File: config.mk
export PLATFORM = sky130hd
export DESIGN_NAME = rectilinear_spanning_tree
export DESIGN_NICKNAME = d
export VERILOG_FILES = /design/src/design/rmst_pkg.sv /design/src/design/rmst_ram.sv /design/src/design/rmst_datapath.sv /design/src/design/rmst_ctrl.sv /design/src/design/rectilinear_spanning_tree.sv
export SDC_FILE = /design/constraint.sdc
export NUM_CORES = 2
export LEC_CHECK = 0
export BUFFER_PORTS_ARGS = -buffer_cell sky130_fd_sc_hd__buf_2
export CORE_ASPECT_RATIO = 1.2
export CORE_MARGIN = 4
export CORE_UTILIZATION = 60
export CTS_CLUSTER_DIAMETER = 50
export DETAILED_ROUTE_END_ITERATION = 10
export PLACE_DENSITY = 0.77
export SETUP_SLACK_MARGIN = 0.05
export SYNTH_ARGS = -nofsm -noshare
export SYNTH_HDL_FRONTEND = slang
export SYNTH_SLANG_ARGS = --single-unit
File: constraint.sdc
create_clock -name clk -period 10 [get_ports clk]
set_input_delay 2 -clock clk [delete_from_list [all_inputs] [get_ports clk]]
set_output_delay 2 -clock clk [all_outputs]
set_load 0.01 [all_outputs]
File: src/design/rmst_pkg.sv
// ----------------------------------------------------------------------------
// rmst_pkg
// Shared constants, register indexes and controller/datapath interface types
// for the rectilinear spanning tree block.
// ----------------------------------------------------------------------------
package rmst_pkg;

  localparam int MAX_PINS   = 16;
  localparam int COORD_BITS = 16;
  localparam int CFG_W      = 8;
  localparam int IDX_W      = $clog2(MAX_PINS);
  localparam int CNT_W      = $clog2(MAX_PINS + 1);
  localparam int PIN_W      = 2 * COORD_BITS;
  localparam int PROD_W     = COORD_BITS + CFG_W;
  localparam int COST_W     = 25;
  localparam int TOTAL_W    = 29;
  localparam int CFG_IDX_W  = 2;

  localparam logic [CFG_IDX_W-1:0] REG_VIA   = 2'd0;
  localparam logic [CFG_IDX_W-1:0] REG_HORIZ = 2'd1;
  localparam logic [CFG_IDX_W-1:0] REG_VERT  = 2'd2;

  // controller -> datapath
  typedef struct packed {
    logic load;         // store an accepted pin
    logic scan_init;    // restart pair counters, drop best candidate
    logic issue;        // issue one pin pair into the cost pipe
    logic rel_init;     // restart relabel sweep
    logic rel_step;     // issue one relabel read
    logic emit;         // load the best edge into the output register
    logic emit_single;  // load the single-pin result
    logic clear;        // close the net
  } cmd_t;

  // datapath -> controller
  typedef struct packed {
    logic count_zero;
    logic scan_last;
    logic busy;
    logic rel_done;
    logic last_pick;
    logic out_free;
  } status_t;

endpackage

File: src/design/rmst_ram.sv
// ----------------------------------------------------------------------------
// rmst_ram
// Generic RAM: one write port, two read ports, registered read data.
// ----------------------------------------------------------------------------
module rmst_ram #(
  parameter int WIDTH = 8,
  parameter int DEPTH = 16
) (
  input  logic                     clk,
  input  logic                     we,
  input  logic [$clog2(DEPTH)-1:0] waddr,
  input  logic [WIDTH-1:0]         wdata,
  input  logic [$clog2(DEPTH)-1:0] raddr_a,
  input  logic [$clog2(DEPTH)-1:0] raddr_b,
  output logic [WIDTH-1:0]         rdata_a,
  output logic [WIDTH-1:0]         rdata_b
);

  logic [WIDTH-1:0] mem [DEPTH];

  always_ff @(posedge clk) begin
    if (we) begin
      mem[waddr] <= wdata;
    end
    rdata_a <= mem[raddr_a];
    rdata_b <= mem[raddr_b];
  end

endmodule

File: src/design/rmst_datapath.sv
// ----------------------------------------------------------------------------
// rmst_datapath
// Pin and label stores, pair counters, three-stage edge cost pipe with
// running minimum, relabel sweep, totals and the output register.
// ----------------------------------------------------------------------------
module rmst_datapath (
  input  logic                                  clk,
  input  logic                                  rst,
  input  logic                                  cfg_we,
  input  logic [rmst_pkg::CFG_IDX_W-1:0]        cfg_index,
  input  logic [rmst_pkg::CFG_W-1:0]            cfg_data,
  input  logic [15:0]                           pin_x,
  input  logic [15:0]                           pin_y,
  input  rmst_pkg::cmd_t                        cmd,
  output rmst_pkg::status_t                     status,
  output logic                                  out_valid,
  input  logic                                  out_stall,
  output logic [3:0]                            edge_from,
  output logic [3:0]                            edge_to,
  output logic [rmst_pkg::COST_W-1:0]           edge_cost,
  output logic [rmst_pkg::TOTAL_W-1:0]          total_cost,
  output logic                                  edge_valid,
  output logic                                  last_edge
);
  import rmst_pkg::*;

  logic [CFG_W-1:0] via_weight, horiz_cost, vert_cost;

  always_ff @(posedge clk) begin
    if (rst) begin
      via_weight <= CFG_W'(1);
      horiz_cost <= CFG_W'(1);
      vert_cost  <= CFG_W'(1);
    end else if (cfg_we) begin
      unique case (cfg_index)
        REG_VIA:   via_weight <= cfg_data;
        REG_HORIZ: horiz_cost <= cfg_data;
        REG_VERT:  vert_cost  <= cfg_data;
        default: ;
      endcase
    end
  end

  // pin count
  logic [CNT_W-1:0] count;
  logic             store_ok;
  assign store_ok = count < CNT_W'(MAX_PINS);

  always_ff @(posedge clk) begin
    if (rst || cmd.clear) begin
      count <= '0;
    end else if (cmd.load && store_ok) begin
      count <= count + CNT_W'(1);
    end
  end

  // pair counters (i < j < count), lexicographic order
  logic [CNT_W-1:0] pi, pj;
  logic             pj_end;
  assign pj_end = (pj + CNT_W'(1)) == count;

  always_ff @(posedge clk) begin
    if (cmd.scan_init) begin
      pi <= '0;
      pj <= CNT_W'(1);
    end else if (cmd.issue) begin
      if (pj_end) begin
        pi <= pi + CNT_W'(1);
        pj <= pi + CNT_W'(2);
      end else begin
        pj <= pj + CNT_W'(1);
      end
    end
  end

  // relabel sweep counter
  logic [CNT_W-1:0] k;
  logic             k_go;
  logic             rel_v;
  logic [IDX_W-1:0] rk;
  assign k_go = cmd.rel_step && (k < count);

  always_ff @(posedge clk) begin
    if (cmd.rel_init) begin
      k <= '0;
    end else if (k_go) begin
      k <= k + CNT_W'(1);
    end
    rk <= k[IDX_W-1:0];
    if (rst) begin
      rel_v <= 1'b0;
    end else begin
      rel_v <= k_go;
    end
  end

  // stores
  logic [PIN_W-1:0] pin_a, pin_b;
  logic [IDX_W-1:0] lab_a, lab_b;
  logic [IDX_W-1:0] best_la, best_lb;
  logic             lab_we;

  assign lab_we = (cmd.load && store_ok) || (rel_v && (lab_a == best_lb));

  rmst_ram #(.WIDTH(PIN_W), .DEPTH(MAX_PINS)) u_pin_ram (
    .clk     (clk),
    .we      (cmd.load && store_ok),
    .waddr   (count[IDX_W-1:0]),
    .wdata   ({pin_y[COORD_BITS-1:0], pin_x[COORD_BITS-1:0]}),
    .raddr_a (pi[IDX_W-1:0]),
    .raddr_b (pj[IDX_W-1:0]),
    .rdata_a (pin_a),
    .rdata_b (pin_b)
  );

  rmst_ram #(.WIDTH(IDX_W), .DEPTH(MAX_PINS)) u_label_ram (
    .clk     (clk),
    .we      (lab_we),
    .waddr   (rel_v ? rk : count[IDX_W-1:0]),
    .wdata   (rel_v ? best_la : count[IDX_W-1:0]),
    .raddr_a (cmd.rel_step ? k[IDX_W-1:0] : pi[IDX_W-1:0]),
    .raddr_b (pj[IDX_W-1:0]),
    .rdata_a (lab_a),
    .rdata_b (lab_b)
  );

  // read stage
  logic             rv;
  logic [IDX_W-1:0] ri, rj;

  always_ff @(posedge clk) begin
    if (rst) begin
      rv <= 1'b0;
    end else begin
      rv <= cmd.issue;
    end
    ri <= pi[IDX_W-1:0];
    rj <= pj[IDX_W-1:0];
  end

  // stage 1: distances
  logic [COORD_BITS-1:0] xa, xb, ya, yb, dx, dy;
  assign xa = pin_a[COORD_BITS-1:0];
  assign xb = pin_b[COORD_BITS-1:0];
  assign ya = pin_a[PIN_W-1:COORD_BITS];
  assign yb = pin_b[PIN_W-1:COORD_BITS];
  assign dx = (xa > xb) ? xa - xb : xb - xa;
  assign dy = (ya > yb) ? ya - yb : yb - ya;

  logic                  s1v, s1_diff;
  logic [COORD_BITS-1:0] s1_dx, s1_dy;
  logic [IDX_W-1:0]      s1_i, s1_j, s1_la, s1_lb;

  always_ff @(posedge clk) begin
    if (rst) begin
      s1v <= 1'b0;
    end else begin
      s1v <= rv;
    end
    s1_dx   <= dx;
    s1_dy   <= dy;
    s1_diff <= lab_a != lab_b;
    s1_i    <= ri;
    s1_j    <= rj;
    s1_la   <= lab_a;
    s1_lb   <= lab_b;
  end

  // stage 2: weights
  logic              s2v, s2_diff, s2_dynz;
  logic [PROD_W-1:0] s2_px, s2_py;
  logic [IDX_W-1:0]  s2_i, s2_j, s2_la, s2_lb;

  always_ff @(posedge clk) begin
    if (rst) begin
      s2v <= 1'b0;
    end else begin
      s2v <= s1v;
    end
    s2_px   <= PROD_W'(s1_dx) * PROD_W'(horiz_cost);
    s2_py   <= PROD_W'(s1_dy) * PROD_W'(vert_cost);
    s2_dynz <= s1_dy != '0;
    s2_diff <= s1_diff;
    s2_i    <= s1_i;
    s2_j    <= s1_j;
    s2_la   <= s1_la;
    s2_lb   <= s1_lb;
  end

  // stage 3: sum and running minimum over crossing edges
  logic [COST_W-1:0] cand, best_cost;
  logic              best_found;
  logic [IDX_W-1:0]  best_i, best_j;

  assign cand = COST_W'(s2_px) + COST_W'(s2_py)
              + (s2_dynz ? COST_W'({via_weight, 1'b0}) : COST_W'(0));

  always_ff @(posedge clk) begin
    if (rst || cmd.scan_init) begin
      best_found <= 1'b0;
    end else if (s2v && s2_diff && (!best_found || cand < best_cost)) begin
      best_found <= 1'b1;
    end
    if (s2v && s2_diff && (!best_found || cand < best_cost)) begin
      best_cost <= cand;
      best_i    <= s2_i;
      best_j    <= s2_j;
      best_la   <= s2_la;
      best_lb   <= s2_lb;
    end
  end

  // picks and total
  logic [CNT_W-1:0]   picks;
  logic [TOTAL_W-1:0] total, total_new;
  logic               last_pick;
  assign last_pick = (picks + CNT_W'(2)) == count;
  assign total_new = total + TOTAL_W'(best_cost);

  always_ff @(posedge clk) begin
    if (rst || cmd.clear) begin
      picks <= '0;
      total <= '0;
    end else if (cmd.emit) begin
      picks <= picks + CNT_W'(1);
      total <= total_new;
    end
  end

  // output register
  always_ff @(posedge clk) begin
    if (rst) begin
      out_valid <= 1'b0;
    end else if (cmd.emit || cmd.emit_single) begin
      out_valid <= 1'b1;
    end else if (!out_stall) begin
      out_valid <= 1'b0;
    end
    if (cmd.emit) begin
      edge_from  <= 4'(best_i);
      edge_to    <= 4'(best_j);
      edge_cost  <= best_cost;
      total_cost <= last_pick ? total_new : '0;
      edge_valid <= 1'b1;
      last_edge  <= last_pick;
    end else if (cmd.emit_single) begin
      edge_from  <= '0;
      edge_to    <= '0;
      edge_cost  <= '0;
      total_cost <= '0;
      edge_valid <= 1'b0;
      last_edge  <= 1'b1;
    end
  end

  assign status.count_zero = count == '0;
  assign status.scan_last  = ((pi + CNT_W'(2)) == count) && pj_end;
  assign status.busy       = rv || s1v || s2v;
  assign status.rel_done   = (k == count) && !rel_v;
  assign status.last_pick  = last_pick;
  assign status.out_free   = !out_valid || !out_stall;

  a_emit_free: assert property (@(posedge clk) disable iff (rst)
    (cmd.emit || cmd.emit_single) |-> (!out_valid || !out_stall))
    else $error("result loaded over an untaken beat");
  a_emit_found: assert property (@(posedge clk) disable iff (rst)
    cmd.emit |-> best_found)
    else $error("edge emitted with no crossing candidate");
  a_count_max: assert property (@(posedge clk) disable iff (rst)
    count <= CNT_W'(MAX_PINS))
    else $error("pin count overflow");
  a_no_overlap: assert property (@(posedge clk) disable iff (rst)
    !(cmd.issue && (rel_v || cmd.rel_step)))
    else $error("scan and relabel overlap");

endmodule

File: src/design/rmst_ctrl.sv
// ----------------------------------------------------------------------------
// rmst_ctrl
// Sequencer: load pins, scan all pairs for the cheapest crossing edge,
// emit it, merge components, repeat until the tree is complete.
// ----------------------------------------------------------------------------
module rmst_ctrl (
  input  logic              clk,
  input  logic              rst,
  input  logic              in_valid,
  output logic              in_stall,
  input  logic              last_pin,
  input  rmst_pkg::status_t status,
  output rmst_pkg::cmd_t    cmd
);
  import rmst_pkg::*;

  typedef enum logic [2:0] {
    S_LOAD, S_SCAN, S_DRAIN, S_EMIT, S_RELABEL, S_SINGLE
  } state_t;

  state_t state, state_next;

  always_ff @(posedge clk) begin
    if (rst) begin
      state <= S_LOAD;
    end else begin
      state <= state_next;
    end
  end

  assign in_stall = state != S_LOAD;

  always_comb begin
    cmd        = '0;
    state_next = state;
    unique case (state)
      S_LOAD: begin
        if (in_valid) begin
          cmd.load = 1'b1;
          if (last_pin) begin
            if (status.count_zero) begin
              state_next = S_SINGLE;
            end else begin
              cmd.scan_init = 1'b1;
              state_next    = S_SCAN;
            end
          end
        end
      end
      S_SCAN: begin
        cmd.issue = 1'b1;
        if (status.scan_last) begin
          state_next = S_DRAIN;
        end
      end
      S_DRAIN: begin
        if (!status.busy) begin
          state_next = S_EMIT;
        end
      end
      S_EMIT: begin
        if (status.out_free) begin
          cmd.emit = 1'b1;
          if (status.last_pick) begin
            cmd.clear  = 1'b1;
            state_next = S_LOAD;
          end else begin
            cmd.rel_init = 1'b1;
            state_next   = S_RELABEL;
          end
        end
      end
      S_RELABEL: begin
        cmd.rel_step = 1'b1;
        if (status.rel_done) begin
          cmd.rel_step  = 1'b0;
          cmd.scan_init = 1'b1;
          state_next    = S_SCAN;
        end
      end
      S_SINGLE: begin
        if (status.out_free) begin
          cmd.emit_single = 1'b1;
          cmd.clear       = 1'b1;
          state_next      = S_LOAD;
        end
      end
      default: state_next = S_LOAD;
    endcase
  end

endmodule

File: src/design/rectilinear_spanning_tree.sv
// ----------------------------------------------------------------------------
// rectilinear_spanning_tree
// Minimum rectilinear spanning tree of one net, edges given in cost order.
// ----------------------------------------------------------------------------
// Pins are taken one beat per cycle until a beat with last_pin set; pins past
// 16 are dropped but their mark still closes the net. For a net of n pins the
// block then runs n-1 rounds. Each round scans all n(n-1)/2 pin pairs through
// a 3-stage cost pipe fed by the dual-port pin and label RAMs, one pair per
// cycle, and keeps the cheapest pair whose pins lie in different components
// (lowest pair index wins a tie). Once the pipe has drained, that edge is
// emitted, waiting while the output is stalled, and then a sweep over the
// pins merges the two component labels; the last round skips the sweep.
// Pins are not accepted while a net is being worked. A single-pin net yields
// one beat with edge_valid low.
// total_cost is nonzero only on the beat with last_edge set.
module rectilinear_spanning_tree (
  input  logic                           clk,
  input  logic                           rst,
  input  logic                           cfg_we,
  input  logic [rmst_pkg::CFG_IDX_W-1:0] cfg_index,
  input  logic [rmst_pkg::CFG_W-1:0]     cfg_data,
  input  logic                           in_valid,
  output logic                           in_stall,
  input  logic [15:0]                    pin_x,
  input  logic [15:0]                    pin_y,
  input  logic                           last_pin,
  output logic                           out_valid,
  input  logic                           out_stall,
  output logic [3:0]                     edge_from,
  output logic [3:0]                     edge_to,
  output logic [rmst_pkg::COST_W-1:0]    edge_cost,
  output logic [rmst_pkg::TOTAL_W-1:0]   total_cost,
  output logic                           edge_valid,
  output logic                           last_edge
);
  import rmst_pkg::*;

  cmd_t    cmd;
  status_t status;

  // sequencer
  rmst_ctrl u_ctrl (
    .clk      (clk),
    .rst      (rst),
    .in_valid (in_valid),
    .in_stall (in_stall),
    .last_pin (last_pin),
    .status   (status),
    .cmd      (cmd)
  );

  // stores, cost pipe, merge and output register
  rmst_datapath u_dp (
    .clk        (clk),
    .rst        (rst),
    .cfg_we     (cfg_we),
    .cfg_index  (cfg_index),
    .cfg_data   (cfg_data),
    .pin_x      (pin_x),
    .pin_y      (pin_y),
    .cmd        (cmd),
    .status     (status),
    .out_valid  (out_valid),
    .out_stall  (out_stall),
    .edge_from  (edge_from),
    .edge_to    (edge_to),
    .edge_cost  (edge_cost),
    .total_cost (total_cost),
    .edge_valid (edge_valid),
    .last_edge  (last_edge)
  );

endmodule
## Yosys cells after proc, flatten, opt, wreduce, memory -nomap -nowiden

Memory sizes are Yosys's and may differ from the RTL's. A register that Yosys moved wholly into a read port is not among the register bits.
Cells that the tools add are included.

- Bits in registers: 319
- Bits in writable memories: 576
- Input bits: 48
- Output and inout bits: 66
- Logic and storage cells: 171
- Memories: 2

- Add/sub/neg operators: 14
- Multipliers: 2
- Magnitude comparators: 5
- Equal/unequal tests: 21
- Mux-type cells: 52
- Reduce and logical (&&, ||, !) cells: 30

Memory list:

| memory | depth | bits a word | read ports | clocked after Yosys merged registers in | write ports | RTL line | source |
|---|---|---|---|---|---|---|---|
| u_dp.u_pin_ram.mem | 16 | 32 | 2 | 2 | 1 | rmst_ram.sv:19 | `logic [WIDTH-1:0] mem [DEPTH];` |
| u_dp.u_label_ram.mem | 16 | 4 | 2 | 2 | 1 | rmst_ram.sv:19 |  |

Operators with widths:

| cell | number |
|---|---|
| two-way mux 29 bit | 3 |
| subtractor 16 bit | 4 |
| two-way mux 25 bit | 2 |
| multiplier 16 x 8 -> 24 bit | 2 |
| > comparator 16 bit | 2 |
| two-way mux 16 bit | 2 |
| adder 29 x 25 -> 29 bit | 1 |
| two-way mux 3 bit | 9 |
| adder 24 x 24 -> 25 bit | 1 |
| adder 25 bit | 1 |
| adder 5 x 1 -> 5 bit, second input constant | 5 |
| less-than comparator 25 bit | 1 |
| two-way mux 4 bit | 6 |
| two-way mux 1 bit | 23 |
| == test 5 bit | 4 |
| case mux 3 bit (6 select lines) | 1 |
| nonzero test 16 bit | 1 |
| != test 2 bit, second input constant | 7 |
| adder 5 x 2 -> 5 bit, second input constant | 2 |
| two-way mux 9 bit | 1 |
| logical OR 1 bit | 8 |
| AND reduction 2 bit | 4 |
| logical AND 1 bit | 7 |
| AND reduction 7 bit | 1 |
| 19 further kinds | 26 |

## Longest topological paths before layout

- Depth in word-level cells: 9
- Depth in mapped cells: 22
- Depth with buffers taken out: 22

## Modules after synthesis

From an unflattened synthesis, not the netlist that was laid out.

- Cells, all modules: 3983
- Area total of the unflattened synthesis: 52517.9 um2

By module, submodules not included:

| module | instances | cells an instance | area an instance (um2) | sequential area each (um2) |
|---|---|---|---|---|
| rmst_datapath | 1 | 2628 | 24717.5 | 7367.1 |
| rmst_ram (u_dp.u_pin_ram) | 1 | 1141 | 24203.2 | 16656.0 |
| rmst_ram (u_dp.u_label_ram) | 1 | 173 | 3300.7 | 2082.0 |
| rmst_ctrl | 1 | 41 | 296.5 | 60.1 |

## Worst setup path after synthesis

Ideal clock, no wire load.

- Path type: reg-to-reg
- From: register u_dp.s2_dynz
- To: register u_dp.best_cost[0], enable pin
- Library setup time: 0.453 ns
- Data arrival time: 6.464 ns
- Required time: 9.547 ns
- Path slack: 3.083 ns
- Cell stages (with the launch flop): 22
- Buffers on the path: 0
- Clock period less this slack: 6.917 ns
- Path through: dfxtp_1 > and2_1 > fa_1 > ha_1 > fa_1 > a211oi_1 > o21ai_0 > a221oi_1 > o21ai_1 > a311o_1 > a211oi_2 > o21bai_1 > a21boi_1 > xnor2_1 > ha_1 > nor2b_1 > o21ai_0 > nand2b_1 > a211oi_1 > and3_1 > o31ai_1 > a21oi_1

- Cells in the longest elaborated chain, start to end: 5

RTL lines:

| element | RTL line | source |
|---|---|---|
| from (decl) | rmst_datapath.sv:170 | `logic s2v, s2_diff, s2_dynz;` |
| from (signal assigned) | rmst_datapath.sv:182 | `s2_dynz <= s1_dy != '0;` |
| two-way mux 9 bit | rmst_datapath.sv:196 | `+ (s2_dynz ? COST_W'({via_weight, 1'b0}) : COST_W'(0));` |
| adder 25 bit | rmst_datapath.sv:196 |  |
| named net u_dp.cand[23] | rmst_datapath.sv:191 | `logic [COST_W-1:0] cand, best_cost;` |
| less-than comparator 25 bit | rmst_datapath.sv:204 | `if (s2v && s2_diff && (!best_found \|\| cand < best_cost)) begin` |
| logical OR 1 bit | rmst_datapath.sv:204 |  |
| logical AND 1 bit | rmst_datapath.sv:204 |  |
| to (signal assigned) | rmst_datapath.sv:205 | `best_cost <= cand;` |
| to (decl) | rmst_datapath.sv:191 |  |

The timed path passes the listed nets, and every way through them passes these cells.
A chain may end at the register's enable or synchronous reset.

## Final worst setup path

- From: register u_dp.s2_dynz
- To: register u_dp.best_i[2], enable pin

- Cells in the longest elaborated chain, start to end: 5

RTL lines:

| element | RTL line | source |
|---|---|---|
| two-way mux 9 bit | rmst_datapath.sv:196 |  |
| adder 25 bit | rmst_datapath.sv:196 |  |
| named net u_dp.cand[23] | rmst_datapath.sv:191 |  |
| less-than comparator 25 bit | rmst_datapath.sv:204 |  |
| logical OR 1 bit | rmst_datapath.sv:204 |  |
| logical AND 1 bit | rmst_datapath.sv:204 |  |
| to (signal assigned) | rmst_datapath.sv:206 | `best_i <= s2_i;` |
| to (decl) | rmst_datapath.sv:193 | `logic [IDX_W-1:0] best_i, best_j;` |

The timed path passes the listed nets, and every way through them passes these cells.

==> flow_metrics.tcl <==
set metrics [dict create \
    status "completed" \
    postSynthCellCount 3774 \
    antenna_found_initial 7 \
    synth_edf_count 680 \
    drive_above_1_share_pct 18.7 \
    period_minus_slack_ns 6.33 \
    fillerInstances 5874 \
    reg2reg_to "u_dp.best_i[2]" \
    synth_fp_nets 4257 \
    wirelength_um 119000 \
    synth.area.top_cells "edfxtp_1 (39%), mux4_2 (15%), dfxtp_1 (11%)" \
    drc 0 \
    syn_to_final_growth_pct 10.1 \
    cap_violations 0 \
    power_density_mw_per_mm2 295 \
    synthesis.area_mm2 0.0519 \
    hpwlAfterDp_um 74500 \
    grt_start_max_net_pins 71 \
    clock_sinks 967 \
    cts_tree "done" \
    cp_cell_sequence "and2_1 -> fa_1 -> ha_1 -> fa_1 -> a211oi_1 -> o21ai_0 -> a221oi_1 -> o21ai_1 -> a311o_1 -> a211oi_2 -> o21bai_1 -> a21boi_1 -> xnor2_1 -> ha_1 -> nor2b_1 -> o21ai_0 -> nand2b_1 -> a211oi_1 -> and3_1 -> o31ai_1 -> a21oi_4 -> buf_4" \
    multi_input_area_mm2 0.0240 \
    synth_commonest_cells "edfxtp_1 (680), mux4_2 (354), inv_1 (336), dfxtp_1 (287), ha_1 (253)" \
    pin_count 114 \
    post_cts_resized 0 \
    power_uw 16800 \
    synth-async-reset-ratio_pct 0 \
    comb_power_share_pct 43.8 \
    dieArea_mm2 0.0913 \
    routed-via-count 31600 \
    cp-start-kind "register" \
    r2r_cells 22 \
    switching_share_pct 36.8 \
    worstHoldStart "u_dp.s1_j[3]" \
    grt_setup_unrepaired "false" \
    die_w_um 276 \
    crit_type "reg -> reg" \
    seqPwrFrac_pct 33.8 \
    power.switching_uw 6190 \
    grt.overflow.total 0 \
    wl_per_cell_um 23.3 \
    io_buffers 113 \
    slew_headroom_pct 20.9 \
    drtIter0Drc 2710 \
    fin_nets 4349 \
    fmax_mhz 158 \
    hold_path_class "reg -> reg" \
    die_y_um 330 \
    cts_buffers 99 \
    holdPathEnd "u_dp.s2_j[3]" \
    finalHoldViolations 0 \
    yosysTopAreaCell "edfxtp_1" \
    cts_root_buf "clkbuf_16" \
    synth_cell_type_count 81 \
    ys_seq_area_share_pct 50.4 \
    clock_power_share_pct 22.4 \
    critPathSlowestCell "fa_1" \
    peakVddDrop_uv 220 \
    rrSetupSlack_ns 3.67 \
    grt_usage_pct 26.0 \
    p_leak_uw 0.0218 \
    post-cts-setup-buffers 0 \
    clk_pin_slew_ns 0.06 \
    yosys.area.top_type_share_pct 39.4 \
    htree_levels 3 \
    postRouteAntennaNets 0 \
    start_util_pct 60.8 \
    synth_most_common_cell "edfxtp_1" \
    tightest_slew_ns 1.18 \
    fin_setup_tns_ns 0 \
    crit_arrival_ns 6.63 \
    cts_hold_buf 0 \
    internal-power_uw 10600 \
    min_period_over_period_pct 63.3 \
    min_path_cells 0 \
    final-max-slew-violation-count 0 \
    grt_pass1_wl_um 184000 \
    grt_pass1_vias 32000 \
    cts.path.max_buffers 3 \
    path_max_fanout 34 \
    r2r-start "u_dp.s2_dynz" \
    clk_latency_ns 0.67 \
    layout.area.seq_mm2 0.0262 \
    end_kind "register" \
    preCtsSetupSlack_ns 3.78 \
    required_ns 10.30 \
    setup_slack_ns 3.67 \
    setup_violations 0 \
    firstDrtPassIters 6 \
    synth_warnings 0 \
    synthFlopType "edfxtp_1" \
    vias_per_cell 6.21 \
    core_mm2 0.0853 \
    fin_skew_ns 0.0293 \
    rows 117 \
    slowest_delay_ns 0.48 \
    avgSynthCellArea_um2 13.7 \
    globalplace.congestion 0.877 \
    ys_ff_latch 967 \
]
worst max-delay path: cells and delay by family, from the launching register on:
family                   cells  cell delay [ns]
AO/OA/AOI/OAI               12             2.81
adder cells (fa/ha/maj)      4             1.42
AND/OR/NAND/NOR              4             0.62
buffers and inverters        1             0.47
flip-flops                   1             0.44
XOR/XNOR                     1             0.17
stage by stage:
| step | instance area (µm²) | cells | hold slack (ns) | utilization (%) |
|---|---|---|---|---|
| 6_report | 57100 | 5085 | 0.330 | 66.9 |
| 5_1_grt | 57100 | 5083 | 0.335 | 66.9 |
| 3_3_place_gp | 53700 | 4895 | 0.310 | 62.9 |
| 2_1_floorplan | 51900 | 3774 | 0.310 | - |
| 4_1_cts | 57100 | 5082 | 0.328 | 66.9 |
| 3_5_place_dp | 53700 | 4895 | 0.312 | 62.9 |
power by group through the flow:
stage	combinational [µW]	clock [µW]	sequential, µW
floorplan	5770	0	5390
global placement	7190	0	5730
detailed placement	7300	0	5760
CTS	7380	3820	5680
global route	8100	4000	5770
finish	7370	3760	5690
logic make-up (layout without fill, tap and decap cells):
family	after synthesis	count (layout)	share of synthesized area, %
flops	967	967	50.4
simple gates	854	854	8.05
buf+inv	500	678	3.68
compound gates	459	459	5.74
fa+ha+maj	435	435	13.1
mux	409	409	16.4
xor+xnor	150	150	2.53
other cells	0	3	0
flip-flops by register name, summed over array words and instances (netlist names), 25 cells and up:
signal                  flops
u_dp.u_pin_ram.rdata_a     32
u_dp.total                 29
u_dp.edge_cost             25
u_dp.u_label_ram.mem       64
u_dp.total_cost            29
u_dp.u_pin_ram.mem        512
u_dp.u_pin_ram.rdata_b     32
u_dp.best_cost             25
placed cells by master (no fill, tap or decap), types with 9 or more instances in the layout:
master / netlist / routed
nand4_1: 18 / 18
xnor2_1: 93 / 93
mux2i_1: 50 / 50
dfxtp_1: 287 / 279
o21bai_1: 11 / 11
a21boi_0: 9 / 9
and3_1: 15 / 15
nor2b_1: 28 / 28
inv_1: 336 / 336
nor2_1: 237 / 220
and2_1: 192 / 192
edfxtp_1: 680 / 680
xor2_1: 57 / 57
a211oi_1: 20 / 20
clkbuf_1: 114 / 13
clkbuf_16: 0 / 99
nor3_1: 33 / 33
o211ai_1: 13 / 13
nand3_1: 42 / 42
nor2_4: 0 / 16
o21a_1: 21 / 21
mux4_2: 354 / 354
clkinv_2: 0 / 20
a21o_1: 62 / 62
buf_4: 1 / 40
or3_1: 11 / 11
fa_1: 182 / 182
a31oi_1: 17 / 17
nand2b_1: 22 / 22
ha_1: 253 / 253
a21oi_1: 143 / 141
o21ai_0: 90 / 87
nand2_1: 219 / 219
buf_2: 18 / 113
layer usage:
metal  global-route usage, %  routed length [µm]  part of all wire, %
met1                    32.8               44500                   37
met2                    45.8               60800                   51
met3                    4.32                8480                  7.1
met4                    9.97                4810                  4.1
met5                       0                  49                0.041
area by class of cell:
type                       count  area share [%]
tap                         1130            2.48
antenna                        3          0.0131
clock inverter                68            1.35
multi-input combinational   2307            42.0
sequential                   967            45.9
inverter                     338            2.22
clock buffer                 119            4.59
timing repair buffer         153            1.52
worst max path at each step:
stage,from,endpoint,slack (ns),depth (start not counted)
4_1_cts,u_dp.s2_dynz,u_dp.best_i[2],3.71,22
3_5_place_dp,u_dp.s2_dynz,u_dp.best_j[1],3.78,22
5_1_grt,u_dp.s2_dynz,u_dp.best_cost[11],3.28,22
6_report,u_dp.s2_dynz,u_dp.best_i[2],3.67,22
2_1_floorplan,u_dp.s2_dynz,u_dp.best_cost[0],3.08,21
3_3_place_gp,u_dp.s2_dynz,u_dp.best_j[0],3.89,22
Note: power is estimated with default switching activity, not from simulation.
